==> src/ulj_pkg.sv <==
// ulj_pkg: shared types, widths and codes of the udp loss and jitter tracker
// no dependencies; imported by every module of the block
package ulj_pkg;

    // field widths
    localparam int SEQ_W      = 64;
    localparam int TALLY_W    = 64;
    localparam int JITTER_W   = 48;
    localparam int TRANSIT_W  = 48;
    localparam int SECONDS_W  = 32;
    localparam int MICROS_W   = 20;
    localparam int LENGTH_W   = 16;

    // seconds * 1e6 fits in 52 bits, plus micros in 53
    localparam int PROD_W     = SECONDS_W + MICROS_W;
    localparam int STAMP_W    = PROD_W + 1;

    localparam logic [MICROS_W-1:0] MICROS_PER_SEC = 20'd1000000;

    // jitter smoothing: move by 1/16 of the difference
    localparam int SMOOTH_SHIFT = 4;
    localparam int JITTER_FRACTION_BITS_DEF = 8;

    // action on the loss tally decided by the sequence stage
    typedef enum logic [1:0] {
        LOSS_KEEP,
        LOSS_ADD,
        LOSS_DEC
    } loss_op_t;

    // one received datagram header
    typedef struct packed {
        logic [SECONDS_W-1:0] sent_seconds;
        logic [MICROS_W-1:0]  sent_micros;
        logic [SEQ_W-1:0]     count_word;
        logic [SECONDS_W-1:0] arrival_seconds;
        logic [MICROS_W-1:0]  arrival_micros;
        logic [LENGTH_W-1:0]  length_bytes;
        logic                 running;
    } hdr_t;

    // one statistics result
    typedef struct packed {
        logic                 counted;
        logic [SEQ_W-1:0]     highest_sequence;
        logic [TALLY_W-1:0]   lost_packets;
        logic [TALLY_W-1:0]   reordered_packets;
        logic [JITTER_W-1:0]  jitter_value;
        logic [TALLY_W-1:0]   total_bytes;
    } stat_t;

    // header after transit time is known
    typedef struct packed {
        logic [TRANSIT_W-1:0] transit;
        logic [SEQ_W-1:0]     seq;
        logic [LENGTH_W-1:0]  len;
        logic                 running;
    } transit_t;

    // header after sequence and byte accounting
    typedef struct packed {
        logic                 running;
        logic [TRANSIT_W-1:0] delta;
        loss_op_t             loss_op;
        logic [TALLY_W-1:0]   gap;
        logic [SEQ_W-1:0]     top;
        logic [TALLY_W-1:0]   reorder;
        logic [TALLY_W-1:0]   bytes;
    } front_t;

endpackage

==> src/ulj_transit.sv <==
// ulj_transit: input register and transit time pipeline (multiply, add, abs diff)
// depends on ulj_pkg
module ulj_transit
    import ulj_pkg::*;
(
    input  logic     clk,
    input  logic     rst_n,
    input  logic     wide_counters,
    input  logic     in_valid,
    output logic     in_ready,
    input  hdr_t     in_hdr,
    output logic     out_valid,
    input  logic     out_ready,
    output transit_t out_item
);

    typedef struct packed {
        logic [PROD_W-1:0]   prod_sent;
        logic [PROD_W-1:0]   prod_arr;
        logic [MICROS_W-1:0] sent_micros;
        logic [MICROS_W-1:0] arrival_micros;
        logic [SEQ_W-1:0]    seq;
        logic [LENGTH_W-1:0] len;
        logic                running;
    } prod_t;

    typedef struct packed {
        logic [STAMP_W-1:0]  t_sent;
        logic [STAMP_W-1:0]  t_arr;
        logic [SEQ_W-1:0]    seq;
        logic [LENGTH_W-1:0] len;
        logic                running;
    } stamp_t;

    logic     s1_valid_reg, s2_valid_reg, s3_valid_reg, s4_valid_reg;
    logic     s1_valid_next, s2_valid_next, s3_valid_next, s4_valid_next;
    logic     s1_ready, s2_ready, s3_ready, s4_ready;
    hdr_t     s1_reg;
    prod_t    s2_reg, s2_next;
    stamp_t   s3_reg, s3_next;
    transit_t s4_reg, s4_next;

    logic [STAMP_W-1:0] fwd_diff, rev_diff;
    logic [STAMP_W-1:0] abs_transit;

    // per stage ready: a stage takes data when empty or when it drains
    assign s4_ready = !s4_valid_reg || out_ready;
    assign s3_ready = !s3_valid_reg || s4_ready;
    assign s2_ready = !s2_valid_reg || s3_ready;
    assign s1_ready = !s1_valid_reg || s2_ready;
    assign in_ready = s1_ready;

    always_comb
    begin
        s1_valid_next = s1_ready ? in_valid     : s1_valid_reg;
        s2_valid_next = s2_ready ? s1_valid_reg : s2_valid_reg;
        s3_valid_next = s3_ready ? s2_valid_reg : s3_valid_reg;
        s4_valid_next = s4_ready ? s3_valid_reg : s4_valid_reg;
    end

    // seconds to microseconds and sequence field selection
    always_comb
    begin
        s2_next.prod_sent      = PROD_W'(s1_reg.sent_seconds) * PROD_W'(MICROS_PER_SEC);
        s2_next.prod_arr       = PROD_W'(s1_reg.arrival_seconds) * PROD_W'(MICROS_PER_SEC);
        s2_next.sent_micros    = s1_reg.sent_micros;
        s2_next.arrival_micros = s1_reg.arrival_micros;
        s2_next.seq            = wide_counters ? s1_reg.count_word
                                               : {32'd0, s1_reg.count_word[63:32]};
        s2_next.len            = s1_reg.length_bytes;
        s2_next.running        = s1_reg.running;
    end

    // full timestamps in microseconds
    always_comb
    begin
        s3_next.t_sent  = STAMP_W'(s2_reg.prod_sent) + STAMP_W'(s2_reg.sent_micros);
        s3_next.t_arr   = STAMP_W'(s2_reg.prod_arr) + STAMP_W'(s2_reg.arrival_micros);
        s3_next.seq     = s2_reg.seq;
        s3_next.len     = s2_reg.len;
        s3_next.running = s2_reg.running;
    end

    // absolute transit, saturated to 48 bits
    assign fwd_diff    = s3_reg.t_arr - s3_reg.t_sent;
    assign rev_diff    = s3_reg.t_sent - s3_reg.t_arr;
    assign abs_transit = (s3_reg.t_arr >= s3_reg.t_sent) ? fwd_diff : rev_diff;

    always_comb
    begin
        if (abs_transit[STAMP_W-1:TRANSIT_W] != '0)
        begin
            s4_next.transit = '1;
        end
        else
        begin
            s4_next.transit = abs_transit[TRANSIT_W-1:0];
        end
        s4_next.seq     = s3_reg.seq;
        s4_next.len     = s3_reg.len;
        s4_next.running = s3_reg.running;
    end

    // stage valid flags
    always_ff @(posedge clk or negedge rst_n)
    begin
        if (!rst_n)
        begin
            s1_valid_reg <= 1'b0;
            s2_valid_reg <= 1'b0;
            s3_valid_reg <= 1'b0;
            s4_valid_reg <= 1'b0;
        end
        else
        begin
            s1_valid_reg <= s1_valid_next;
            s2_valid_reg <= s2_valid_next;
            s3_valid_reg <= s3_valid_next;
            s4_valid_reg <= s4_valid_next;
        end
    end

    // stage payloads
    always_ff @(posedge clk)
    begin
        if (s1_ready && in_valid)
        begin
            s1_reg <= in_hdr;
        end
        if (s2_ready && s1_valid_reg)
        begin
            s2_reg <= s2_next;
        end
        if (s3_ready && s2_valid_reg)
        begin
            s3_reg <= s3_next;
        end
        if (s4_ready && s3_valid_reg)
        begin
            s4_reg <= s4_next;
        end
    end

    assign out_valid = s4_valid_reg;
    assign out_item  = s4_reg;

endmodule

==> src/ulj_front.sv <==
// ulj_front: sequence tracking, byte tally and transit delta stage
// depends on ulj_pkg
module ulj_front
    import ulj_pkg::*;
(
    input  logic     clk,
    input  logic     rst_n,
    input  logic     in_valid,
    output logic     in_ready,
    input  transit_t in_item,
    output logic     out_valid,
    input  logic     out_ready,
    output front_t   out_item
);

    logic                 valid_reg, valid_next;
    front_t               item_reg, item_next;
    logic [SEQ_W-1:0]     top_reg, top_next;
    logic [TALLY_W-1:0]   reorder_reg, reorder_next;
    logic [TALLY_W-1:0]   bytes_reg, bytes_next;
    logic [TRANSIT_W-1:0] last_transit_reg, last_transit_next;

    logic                 fire;
    logic                 first;
    logic                 ahead;
    logic [TALLY_W-1:0]   gap;
    logic [TRANSIT_W-1:0] delta;

    assign in_ready   = !valid_reg || out_ready;
    assign fire       = in_valid && in_ready;
    assign valid_next = in_ready ? in_valid : valid_reg;

    // first counted packet: nothing added to the byte tally yet
    assign first = (bytes_reg == '0);

    // ahead when seq >= top + 1 mod 2^64; gap is seq - 1 - top
    assign ahead = (&top_reg) || (in_item.seq > top_reg);
    assign gap   = in_item.seq + ~top_reg;

    // transit change against the previous packet
    always_comb
    begin
        if (first)
        begin
            delta = '0;
        end
        else if (in_item.transit >= last_transit_reg)
        begin
            delta = in_item.transit - last_transit_reg;
        end
        else
        begin
            delta = last_transit_reg - in_item.transit;
        end
    end

    // state update and outgoing transaction
    always_comb
    begin
        top_next          = top_reg;
        reorder_next      = reorder_reg;
        bytes_next        = bytes_reg;
        last_transit_next = last_transit_reg;
        item_next.loss_op = LOSS_KEEP;
        if (in_item.running)
        begin
            bytes_next        = bytes_reg + TALLY_W'(in_item.len);
            last_transit_next = in_item.transit;
            if (ahead)
            begin
                top_next          = in_item.seq;
                item_next.loss_op = LOSS_ADD;
            end
            else
            begin
                reorder_next      = reorder_reg + TALLY_W'(1);
                item_next.loss_op = LOSS_DEC;
            end
        end
        item_next.running = in_item.running;
        item_next.delta   = delta;
        item_next.gap     = gap;
        item_next.top     = top_next;
        item_next.reorder = reorder_next;
        item_next.bytes   = bytes_next;
    end

    always_ff @(posedge clk or negedge rst_n)
    begin
        if (!rst_n)
        begin
            valid_reg        <= 1'b0;
            top_reg          <= '0;
            reorder_reg      <= '0;
            bytes_reg        <= '0;
            last_transit_reg <= '0;
        end
        else
        begin
            valid_reg <= valid_next;
            if (fire)
            begin
                top_reg          <= top_next;
                reorder_reg      <= reorder_next;
                bytes_reg        <= bytes_next;
                last_transit_reg <= last_transit_next;
            end
        end
    end

    always_ff @(posedge clk)
    begin
        if (fire)
        begin
            item_reg <= item_next;
        end
    end

    assign out_valid = valid_reg;
    assign out_item  = item_reg;

endmodule

==> src/ulj_accum.sv <==
// ulj_accum: loss tally and jitter smoothing, result register
// depends on ulj_pkg
module ulj_accum
    import ulj_pkg::*;
#(
    parameter int JITTER_FRACTION_BITS = JITTER_FRACTION_BITS_DEF
)
(
    input  logic   clk,
    input  logic   rst_n,
    input  logic   in_valid,
    output logic   in_ready,
    input  front_t in_item,
    output logic   out_valid,
    input  logic   out_ready,
    output stat_t  out_stat
);

    localparam int DFX_W  = JITTER_W + JITTER_FRACTION_BITS;
    localparam int BASE_W = JITTER_W + SMOOTH_SHIFT;
    localparam int SUM_W  = ((DFX_W > BASE_W) ? DFX_W : BASE_W) + 1;
    localparam logic [SUM_W-1:0] ROUND_UP = SUM_W'((1 << SMOOTH_SHIFT) - 1);

    logic                valid_reg, valid_next;
    stat_t               stat_reg, stat_next;
    logic [TALLY_W-1:0]  loss_reg, loss_next;
    logic [JITTER_W-1:0] jitter_reg, jitter_next;

    logic                fire;
    logic [DFX_W-1:0]    dfx;
    logic                below;
    logic [SUM_W-1:0]    sum;
    logic [SUM_W-1:0]    moved;

    assign in_ready   = !valid_reg || out_ready;
    assign fire       = in_valid && in_ready;
    assign valid_next = in_ready ? in_valid : valid_reg;

    // loss tally: add the gap, or take one off floored at zero
    always_comb
    begin
        loss_next = loss_reg;
        if (in_item.running)
        begin
            case (in_item.loss_op)
                LOSS_ADD: loss_next = loss_reg + in_item.gap;
                LOSS_DEC: loss_next = loss_reg - TALLY_W'(loss_reg != '0);
                default:  loss_next = loss_reg;
            endcase
        end
    end

    // jitter: floor((15j + dfx) / 16), rounded up when moving down,
    // which equals j +/- truncated |dfx - j| / 16
    assign dfx   = DFX_W'(in_item.delta) << JITTER_FRACTION_BITS;
    assign below = (dfx < DFX_W'(jitter_reg));
    assign sum   = (SUM_W'(jitter_reg) << SMOOTH_SHIFT) - SUM_W'(jitter_reg)
                 + SUM_W'(dfx) + (below ? ROUND_UP : '0);
    assign moved = sum >> SMOOTH_SHIFT;

    always_comb
    begin
        jitter_next = jitter_reg;
        if (in_item.running)
        begin
            if (moved[SUM_W-1:JITTER_W] != '0)
            begin
                jitter_next = '1;
            end
            else
            begin
                jitter_next = moved[JITTER_W-1:0];
            end
        end
    end

    // result transaction
    always_comb
    begin
        stat_next.counted           = in_item.running;
        stat_next.highest_sequence  = in_item.top;
        stat_next.lost_packets      = loss_next;
        stat_next.reordered_packets = in_item.reorder;
        stat_next.jitter_value      = jitter_next;
        stat_next.total_bytes       = in_item.bytes;
    end

    always_ff @(posedge clk or negedge rst_n)
    begin
        if (!rst_n)
        begin
            valid_reg  <= 1'b0;
            loss_reg   <= '0;
            jitter_reg <= '0;
        end
        else
        begin
            valid_reg <= valid_next;
            if (fire)
            begin
                loss_reg   <= loss_next;
                jitter_reg <= jitter_next;
            end
        end
    end

    always_ff @(posedge clk)
    begin
        if (fire)
        begin
            stat_reg <= stat_next;
        end
    end

    assign out_valid = valid_reg;
    assign out_stat  = stat_reg;

endmodule

==> src/udp_loss_jitter_tracker.sv <==
// udp_loss_jitter_tracker: top level, mode register and pipeline wiring
// depends on ulj_pkg, ulj_transit, ulj_front, ulj_accum
//
// Receive-side loss and jitter statistics for sequenced, time-stamped
// datagrams. Each header transaction on hdr (valid/ready) yields exactly one
// stat transaction carrying the updated counters, or the current ones with
// counted low when the header's running flag is clear.
// cfg_write_en writes cfg_write_data into the sequence mode register
// (1: 64-bit sequence, 0: upper 32 bits of count_word); write it only
// while no header is in flight.
// Throughput: one header per cycle while stat_ready is high. Every stage is
// a short registered step and all per-packet state (sequence, byte tally,
// last transit, loss, jitter) closes its loop within a single stage.
// Path: a header passes the input register, multiply, timestamp add,
// transit, sequence/bytes, then loss/jitter into the result register,
// where its stat result becomes valid.
// Stalls: each stage holds its transaction while the next one is full, so
// hdr_ready stays high as long as any stage ahead has room; with stat_ready
// low the pipeline fills and then hdr_ready drops.
// Reset clears all counters, the mode register and every stage valid flag.
module udp_loss_jitter_tracker
    import ulj_pkg::*;
#(
    parameter int JITTER_FRACTION_BITS = JITTER_FRACTION_BITS_DEF
)
(
    input  logic  clk,
    input  logic  rst_n,
    input  logic  hdr_valid,
    output logic  hdr_ready,
    input  hdr_t  hdr,
    output logic  stat_valid,
    input  logic  stat_ready,
    output stat_t stat,
    input  logic  cfg_write_en,
    input  logic  cfg_write_data
);

    logic     wide_counters_reg, wide_counters_next;
    logic     tr_valid, tr_ready;
    transit_t tr_item;
    logic     fr_valid, fr_ready;
    front_t   fr_item;

    // sequence mode register
    assign wide_counters_next = cfg_write_en ? cfg_write_data : wide_counters_reg;

    always_ff @(posedge clk or negedge rst_n)
    begin
        if (!rst_n)
        begin
            wide_counters_reg <= 1'b0;
        end
        else
        begin
            wide_counters_reg <= wide_counters_next;
        end
    end

    // timestamps to transit
    ulj_transit u_transit (
        .clk           (clk),
        .rst_n         (rst_n),
        .wide_counters (wide_counters_reg),
        .in_valid      (hdr_valid),
        .in_ready      (hdr_ready),
        .in_hdr        (hdr),
        .out_valid     (tr_valid),
        .out_ready     (tr_ready),
        .out_item      (tr_item)
    );

    // sequence, bytes and transit delta
    ulj_front u_front (
        .clk       (clk),
        .rst_n     (rst_n),
        .in_valid  (tr_valid),
        .in_ready  (tr_ready),
        .in_item   (tr_item),
        .out_valid (fr_valid),
        .out_ready (fr_ready),
        .out_item  (fr_item)
    );

    // loss and jitter, result register
    ulj_accum #(
        .JITTER_FRACTION_BITS (JITTER_FRACTION_BITS)
    ) u_accum (
        .clk       (clk),
        .rst_n     (rst_n),
        .in_valid  (fr_valid),
        .in_ready  (fr_ready),
        .in_item   (fr_item),
        .out_valid (stat_valid),
        .out_ready (stat_ready),
        .out_stat  (stat)
    );

endmodule

==> config.mk <==
export PLATFORM = sky130hd
export DESIGN_NAME = udp_loss_jitter_tracker
export DESIGN_NICKNAME = d
export VERILOG_FILES = /design/src/ulj_pkg.sv /design/src/ulj_transit.sv /design/src/ulj_front.sv /design/src/ulj_accum.sv /design/src/udp_loss_jitter_tracker.sv
export SDC_FILE = /design/constraint.sdc
export NUM_CORES = 2
export LEC_CHECK = 0
export BUFFER_PORTS_ARGS = -buffer_cell sky130_fd_sc_hd__buf_2
export CORE_MARGIN = 2
export CORE_UTILIZATION = 35
export CTS_BUF_LIST = sky130_fd_sc_hd__clkbuf_16
export CTS_CLUSTER_SIZE = 10
export DETAILED_ROUTE_END_ITERATION = 16
export PLACE_DENSITY = 0.49
export SETUP_SLACK_MARGIN = 0.2
export SYNTH_ARGS = -nofsm -noshare
export SYNTH_HDL_FRONTEND = slang
export SYNTH_HIERARCHICAL = 1
export SYNTH_SLANG_ARGS = --single-unit
==> constraint.sdc <==
create_clock -name clk -period 22.3 [get_ports clk]
set_input_delay 2.23 -clock clk [delete_from_list [all_inputs] [get_ports clk]]
set_output_delay 2.23 -clock clk [all_outputs]
set_load 0.02 [all_outputs]
; ---- Yosys cells after proc, flatten, opt, wreduce, memory -nomap -nowiden
; Index checks and enable logic that the tools add are counted.
[totals]
reg_bits = 1685
in_bits = 191
out_inout_bits = 307
[op_classes]
add_sub_neg = 14
mul = 2
n_lt_le_gt_ge = 4
eq_ne = 2
n_mux = 14
bitwise_logic = 1
reduce_logical = 25
[op_table]
columns = cell, n
row1 = 64-bit 2-to-1 mux, 6
row2 = 48-bit 2-to-1 mux, 3
row3 = 64-bit adder, 2
row4 = 64-bit case mux with 2 select lines, 1
row5 = 52-bit by 20-bit adder with 53-bit output, 2
row6 = 53-bit subtractor, 2
row7 = 48-bit subtractor, 2
row8 = 32-bit by 14-bit multiplier with 46-bit output (second input constant), 2
row9 = 64-bit by 1-bit adder with 64-bit output (second input constant), 1
row10 = 64-bit by 16-bit adder with 64-bit output, 1
row11 = 64-bit > comparator, 1
row12 = 64-bit zero test, 1
row13 = 64-bit NOT, 1
row14 = 64-bit AND reduction, 1
row15 = 64-bit nonzero test, 1
row16 = 64-bit by 1-bit subtractor with 64-bit output, 1
row17 = 57-bit by 56-bit adder with 57-bit output, 1
row18 = 57-bit adder, 1
row19 = 56-bit by 48-bit less-than comparator with 1-bit output, 1
row20 = 53-bit greater-or-equal comparator, 1
row21 = 53-bit 2-to-1 mux, 1
row22 = 52-bit by 48-bit subtractor with 53-bit output, 1
row23 = 48-bit greater-or-equal comparator, 1
row24 = 32-bit 2-to-1 mux, 1
row25 = other kinds (10), 26

; ---- Logic depth before layout (Yosys ltp)
[depth]
ltp_word = 8
mapped_depth = 30
mapped_depth_nobuf = 27

; ---- Cells and area by module
; The synthesis kept the hierarchy.
[by_module_without_submodules]
columns = mod, instances, cells_per_inst, area_per_inst_um2
row1 = ulj_transit, 1, 3655, 45083.2
row2 = ulj_front, 1, 3368, 32269.7
row3 = ulj_accum, 1, 2690, 26653.1
row4 = udp_loss_jitter_tracker, 1, 2, 40.0

; ---- Worst setup path after synthesis
; OpenSTA, ideal clock, no wires.
[synth_path]
path_type = in2reg
start = in stat_ready
end = reg u_front.bytes_reg[57]
setup_ns = 0.116
arrival_time_ns = 12.573
slack_ns = 9.610
path_stages = 8
cell_sequence = nand2b_1 nand2b_1 nand2_1 inv_1 clkbuf_1 buf_1 nand4_1 xnor2_1
[synth_between]
elab_chain_len = 3
[synth_lines]
columns = item, line_no
row1 = "start, declared", udp_loss_jitter_tracker.sv:33  ; input logic stat_ready,
row2 = 1-bit logical OR, ulj_accum.sv:35  ; assign in_ready = !valid_reg || out_ready;
row3 = 1-bit logical OR, ulj_front.sv:29  ; assign in_ready = !valid_reg || out_ready;
row4 = net tr_ready, udp_loss_jitter_tracker.sv:40  ; logic tr_valid, tr_ready;
row5 = 1-bit logical AND, ulj_front.sv:30  ; assign fire = in_valid && in_ready;
row6 = net u_front.fire, ulj_front.sv:23  ; logic fire;
row7 = "end signal, assigned", ulj_front.sv:105  ; bytes_reg <= bytes_next;
row8 = "end, declared", ulj_front.sv:20  ; logic [TALLY_W-1:0] bytes_reg, bytes_next;
; The timed path passes the listed nets, and every way through them passes these cells.
; A chain may end at the register's enable or synchronous reset.

; ---- Worst setup path in the final report
[layout_path]
start = reg u_accum.jitter_reg[0]
end = reg u_accum.jitter_reg[40]
[layout_between]
elab_chain_len = 6
[layout_lines]
columns = item, line_no
row1 = "start, declared", ulj_accum.sv:27  ; logic [JITTER_W-1:0] jitter_reg, jitter_next;
row2 = "start signal, assigned", ulj_accum.sv:102  ; jitter_reg <= jitter_next;
row3 = 52-bit by 48-bit subtractor with 53-bit output / 56-bit by 48-bit less-than comparator with 1-bit output (equally long branches), "ulj_accum.sv:57, ulj_accum.sv:56"
row4 = 57-bit by 56-bit adder with 57-bit output / 4-bit 2-to-1 mux (equally long branches), ulj_accum.sv:58  ; + SUM_W'(dfx) + (below ? ROUND_UP : '0);
row5 = 57-bit adder (*), ulj_accum.sv:58
row6 = 9-bit nonzero test, ulj_accum.sv:66  ; if (moved[SUM_W-1:JITTER_W] != '0)
row7 = 48-bit 2-to-1 mux (*), ulj_accum.sv:66
row8 = 48-bit 2-to-1 mux (*), ulj_accum.sv:64  ; if (in_item.running)
; Every way passes the cells marked *; elsewhere a longest branch is shown, timed or not.

==> flow_metrics.tcl <==
set metrics [dict create \
    result_of_the_run "finished clean" \
    synthesis.nets 11000 \
    dp_worst_setup_slack_ps 14650 \
    r2r_start "u_accum/jitter_reg[0]" \
    post_dr_wirelength_cell_microns 21.3 \
    worst-path-max-fanout 46 \
    final.setup.worst_slack_ps 14490 \
    via_count_of_the_first_global_routing_pass 74000 \
    drt-pass1-iter-count 8 \
    final_cell_area_sq_um 117000 \
    htree_num_levels 4 \
    layout_worst_path_cycle_share 0.350 \
    min-delay-start "u_transit/s2_reg[26]" \
    worst_setup_hold_path_clk_slew_ps 60 \
    ctsLongestPathBuffers 4 \
    synthTopCellsByArea "sky130_fd_sc_hd__edfxtp_1 38%, sky130_fd_sc_hd__ha_1 9.9%, sky130_fd_sc_hd__dfrtp_1 8.6%" \
    synthFlopType "sky130_fd_sc_hd__edfxtp_1" \
    dieArea_sq_um 302000 \
    die_y_microns 549 \
    arithmetic_cell_share_of_the_synthesized_area_counting_full_adders_half_adders_and_majority_gates 0.152 \
    fill_cells 28900 \
    largest_reg_flops 307 \
    worst_hold_path.endpoint "u_transit/s3_reg[26]" \
    critPathCaptureType "flop" \
    initialDrtViolationCount 5719 \
    flow.area_growth_from_synthesis_pct 12.3 \
    clockRootBuffer "sky130_fd_sc_hd__clkbuf_16" \
    final_hold_viol_count 0 \
    top_level_ports 498 \
    setup-violations-final 0 \
    critical_path.reg2reg.endpoint "u_accum/jitter_reg[40]" \
    yosys.area.top_type_share 0.383 \
    post_drt_via_cell_ratio 5.19 \
    setup_repair_after_global_routing_missed_its_margin "false" \
    worst-r2r-setup-slack_ps 14490 \
    reg2regPathDepth 25 \
    multi_input_area_sq_um 50600 \
    finalWorstPathRequiredPeriod_ps 7810 \
    cp_common_cell "sky130_fd_sc_hd__a21oi_1" \
    core-area_sq_um 296000 \
    simple_logic_cell_fraction_of_the_synthesized_area 0.124 \
    yosysUniqueCellTypes 124 \
    worstSetupStartpointType "flop" \
    finalClockSkew_ps 84.5 \
    drt_drc_violations_left 0 \
    ctsHoldBuffers 0 \
    synth_enable_flop_cells 1326 \
    post_synth.cell_area_avg_sq_um 10.7 \
    yosys_register_bits 1685 \
    gr_util_all_layers 0.196 \
    synth_top_family_by_area "adder cells" \
    placed_area_sq_um 110000 \
    gp_congestion 0.926 \
    grt_max_degree 124 \
    postRouteWirelength_microns 303000 \
    postCtsSetupBuffers 0 \
    grt_remaining_overflow 0 \
    slowest_stage "sky130_fd_sc_hd__ha_1" \
    finalNetCount 11400 \
    yosys_warnings 6 \
    grt_first_pass_wirelength_microns 459000 \
    die_w_microns 549 \
    max_freq_mhz 128 \
    synth.area.mux_share 0.0117 \
    ant_nets 0 \
    tritoncts_clock_tree "done" \
    post_synth_instance_area_sq_um 104000 \
    timing.critical_path.slowest_cell_delay_ps 510 \
    post_synthesis_xor_xnor_area_fraction 0.0623 \
    clkSinkCount 1685 \
    synth-seq-area-share 0.469 \
    synth_top_cell_by_area "sky130_fd_sc_hd__edfxtp_1" \
    antenna_violations_before_repair 22 \
    post_cts.resized_instances 0 \
    slew_viol_final 0 \
    criticalPathCategory "reg2reg" \
    drive_above_1_share 0.0974 \
    timing.setup.tns_ps 0 \
    max_slew.worst_pin.slew_ps 1190 \
    slew_headroom 0.206 \
    numPortBuffers 497 \
    async_flop_share 0.213 \
    synth-compound-area-share 0.136 \
    hold_path_class "reg2reg" \
    start_util 0.351 \
    insertion_delay_ps 920 \
    tritoncts.num_buffers 209 \
    worst_ep_required_time_ps 23080 \
    holdPathStages 0 \
    drv.max_cap_violation_count 0 \
    netlist_instances 9715 \
    sequential_cell_area_in_the_final_layout_sq_um 48800 \
    detailroute.via_count 73900 \
    hpwl_microns 237000 \
    row_count 200 \
    worst-endpoint-arrival_ps 8590 \
]
-- through the flow --
stage,hold WS (ps),std cells,util
floorplan,400,9715,-
global route,390,14200,0.394
detailed placement,405,13800,0.373
CTS,394,14200,0.394
global placement,401,13800,0.373
finish,377,14200,0.394
-- layout make-up --
cell class                 count  share of cell area
multi-input combinational   6841               0.433
sequential                  1685               0.418
clock buffer                 211              0.0452
tap                         3939              0.0422
inverter                     835              0.0270
timing repair buffer         547              0.0248
clock inverter               172             0.00961
antenna                        9            0.000193
-- per-layer routing --
| layer | global-route usage | up-vias | part of all wire |
|---|---|---|---|
| met2 | 0.310 | 1721 | 0.45 |
| met3 | 0.0234 | 395 | 0.040 |
| met5 | 0 | - | 0.00017 |
| met1 | 0.280 | 36200 | 0.48 |
| li1 | - | 35600 | - |
| met4 | 0.0631 | 8 | 0.033 |
-- how the worst max path moves through the flow --
stage	startpoint	slack, ps	to	cells after the start
floorplan	stat_ready	9610	u_front/bytes_reg[57]	8
global placement	u_accum/jitter_reg[0]	14680	u_accum/jitter_reg[47]	27
detailed placement	u_accum/jitter_reg[4]	14650	u_accum/jitter_reg[37]	26
CTS	u_accum/jitter_reg[0]	14600	u_accum/jitter_reg[40]	25
global route	u_accum/jitter_reg[0]	14080	u_accum/jitter_reg[38]	25
finish	u_accum/jitter_reg[0]	14490	u_accum/jitter_reg[40]	25
-- synthesized netlist by cell type, types with 92 or more instances --
cell / number
sky130_fd_sc_hd__edfxtp_1: 1326
sky130_fd_sc_hd__nand2_1: 934
sky130_fd_sc_hd__inv_1: 832
sky130_fd_sc_hd__ha_1: 820
sky130_fd_sc_hd__a21oi_1: 658
sky130_fd_sc_hd__nor2_1: 572
sky130_fd_sc_hd__o21ai_0: 570
sky130_fd_sc_hd__xnor2_1: 441
sky130_fd_sc_hd__dfrtp_1: 359
sky130_fd_sc_hd__a21o_1: 296
sky130_fd_sc_hd__xor2_1: 295
sky130_fd_sc_hd__fa_1: 279
sky130_fd_sc_hd__clkbuf_1: 252
sky130_fd_sc_hd__nand4_1: 204
sky130_fd_sc_hd__nand3_1: 182
sky130_fd_sc_hd__nor3_1: 133
sky130_fd_sc_hd__nand2b_1: 105
sky130_fd_sc_hd__nor4_1: 100
sky130_fd_sc_hd__and3_1: 98
sky130_fd_sc_hd__o21bai_1: 92
-- cell families after synthesis --
family	Yosys count
xor+xnor	738
fa+ha+maj	1099
simple gates	2657
compound gates	2236
buf+inv	1189
flops	1685
mux	111
-- worst max-delay path, delay by kind of cell, from the launching register on --
kind                     cells  cell delay (ps)
adder cells (fa/ha/maj)      2              880
XOR/XNOR                     1              200
buffers and inverters        2              960
AO/OA/AOI/OAI               16             4180
AND/OR/NAND/NOR              4              870
flip-flops                   1              480
-- placed cells by master (no fill, tap or decap), types with 68 or more instances in the layout --
cell	n
sky130_fd_sc_hd__a21o_1	296
sky130_fd_sc_hd__a21oi_1	658
sky130_fd_sc_hd__and3_1	98
sky130_fd_sc_hd__buf_2	496
sky130_fd_sc_hd__clkbuf_16	211
sky130_fd_sc_hd__dfrtp_1	358
sky130_fd_sc_hd__edfxtp_1	1326
sky130_fd_sc_hd__fa_1	279
sky130_fd_sc_hd__ha_1	819
sky130_fd_sc_hd__inv_1	944
sky130_fd_sc_hd__mux2_2	76
sky130_fd_sc_hd__nand2_1	932
sky130_fd_sc_hd__nand2b_1	104
sky130_fd_sc_hd__nand3_1	182
sky130_fd_sc_hd__nand4_1	204
sky130_fd_sc_hd__nor2_1	569
sky130_fd_sc_hd__nor3_1	133
sky130_fd_sc_hd__nor4_1	99
sky130_fd_sc_hd__o21a_1	68
sky130_fd_sc_hd__o21ai_0	570
sky130_fd_sc_hd__o21bai_1	92
sky130_fd_sc_hd__xnor2_1	441
sky130_fd_sc_hd__xor2_1	295
Power is not shown: default switching activity piles up to over one toggle a cycle in this logic, so the estimate is an artifact.
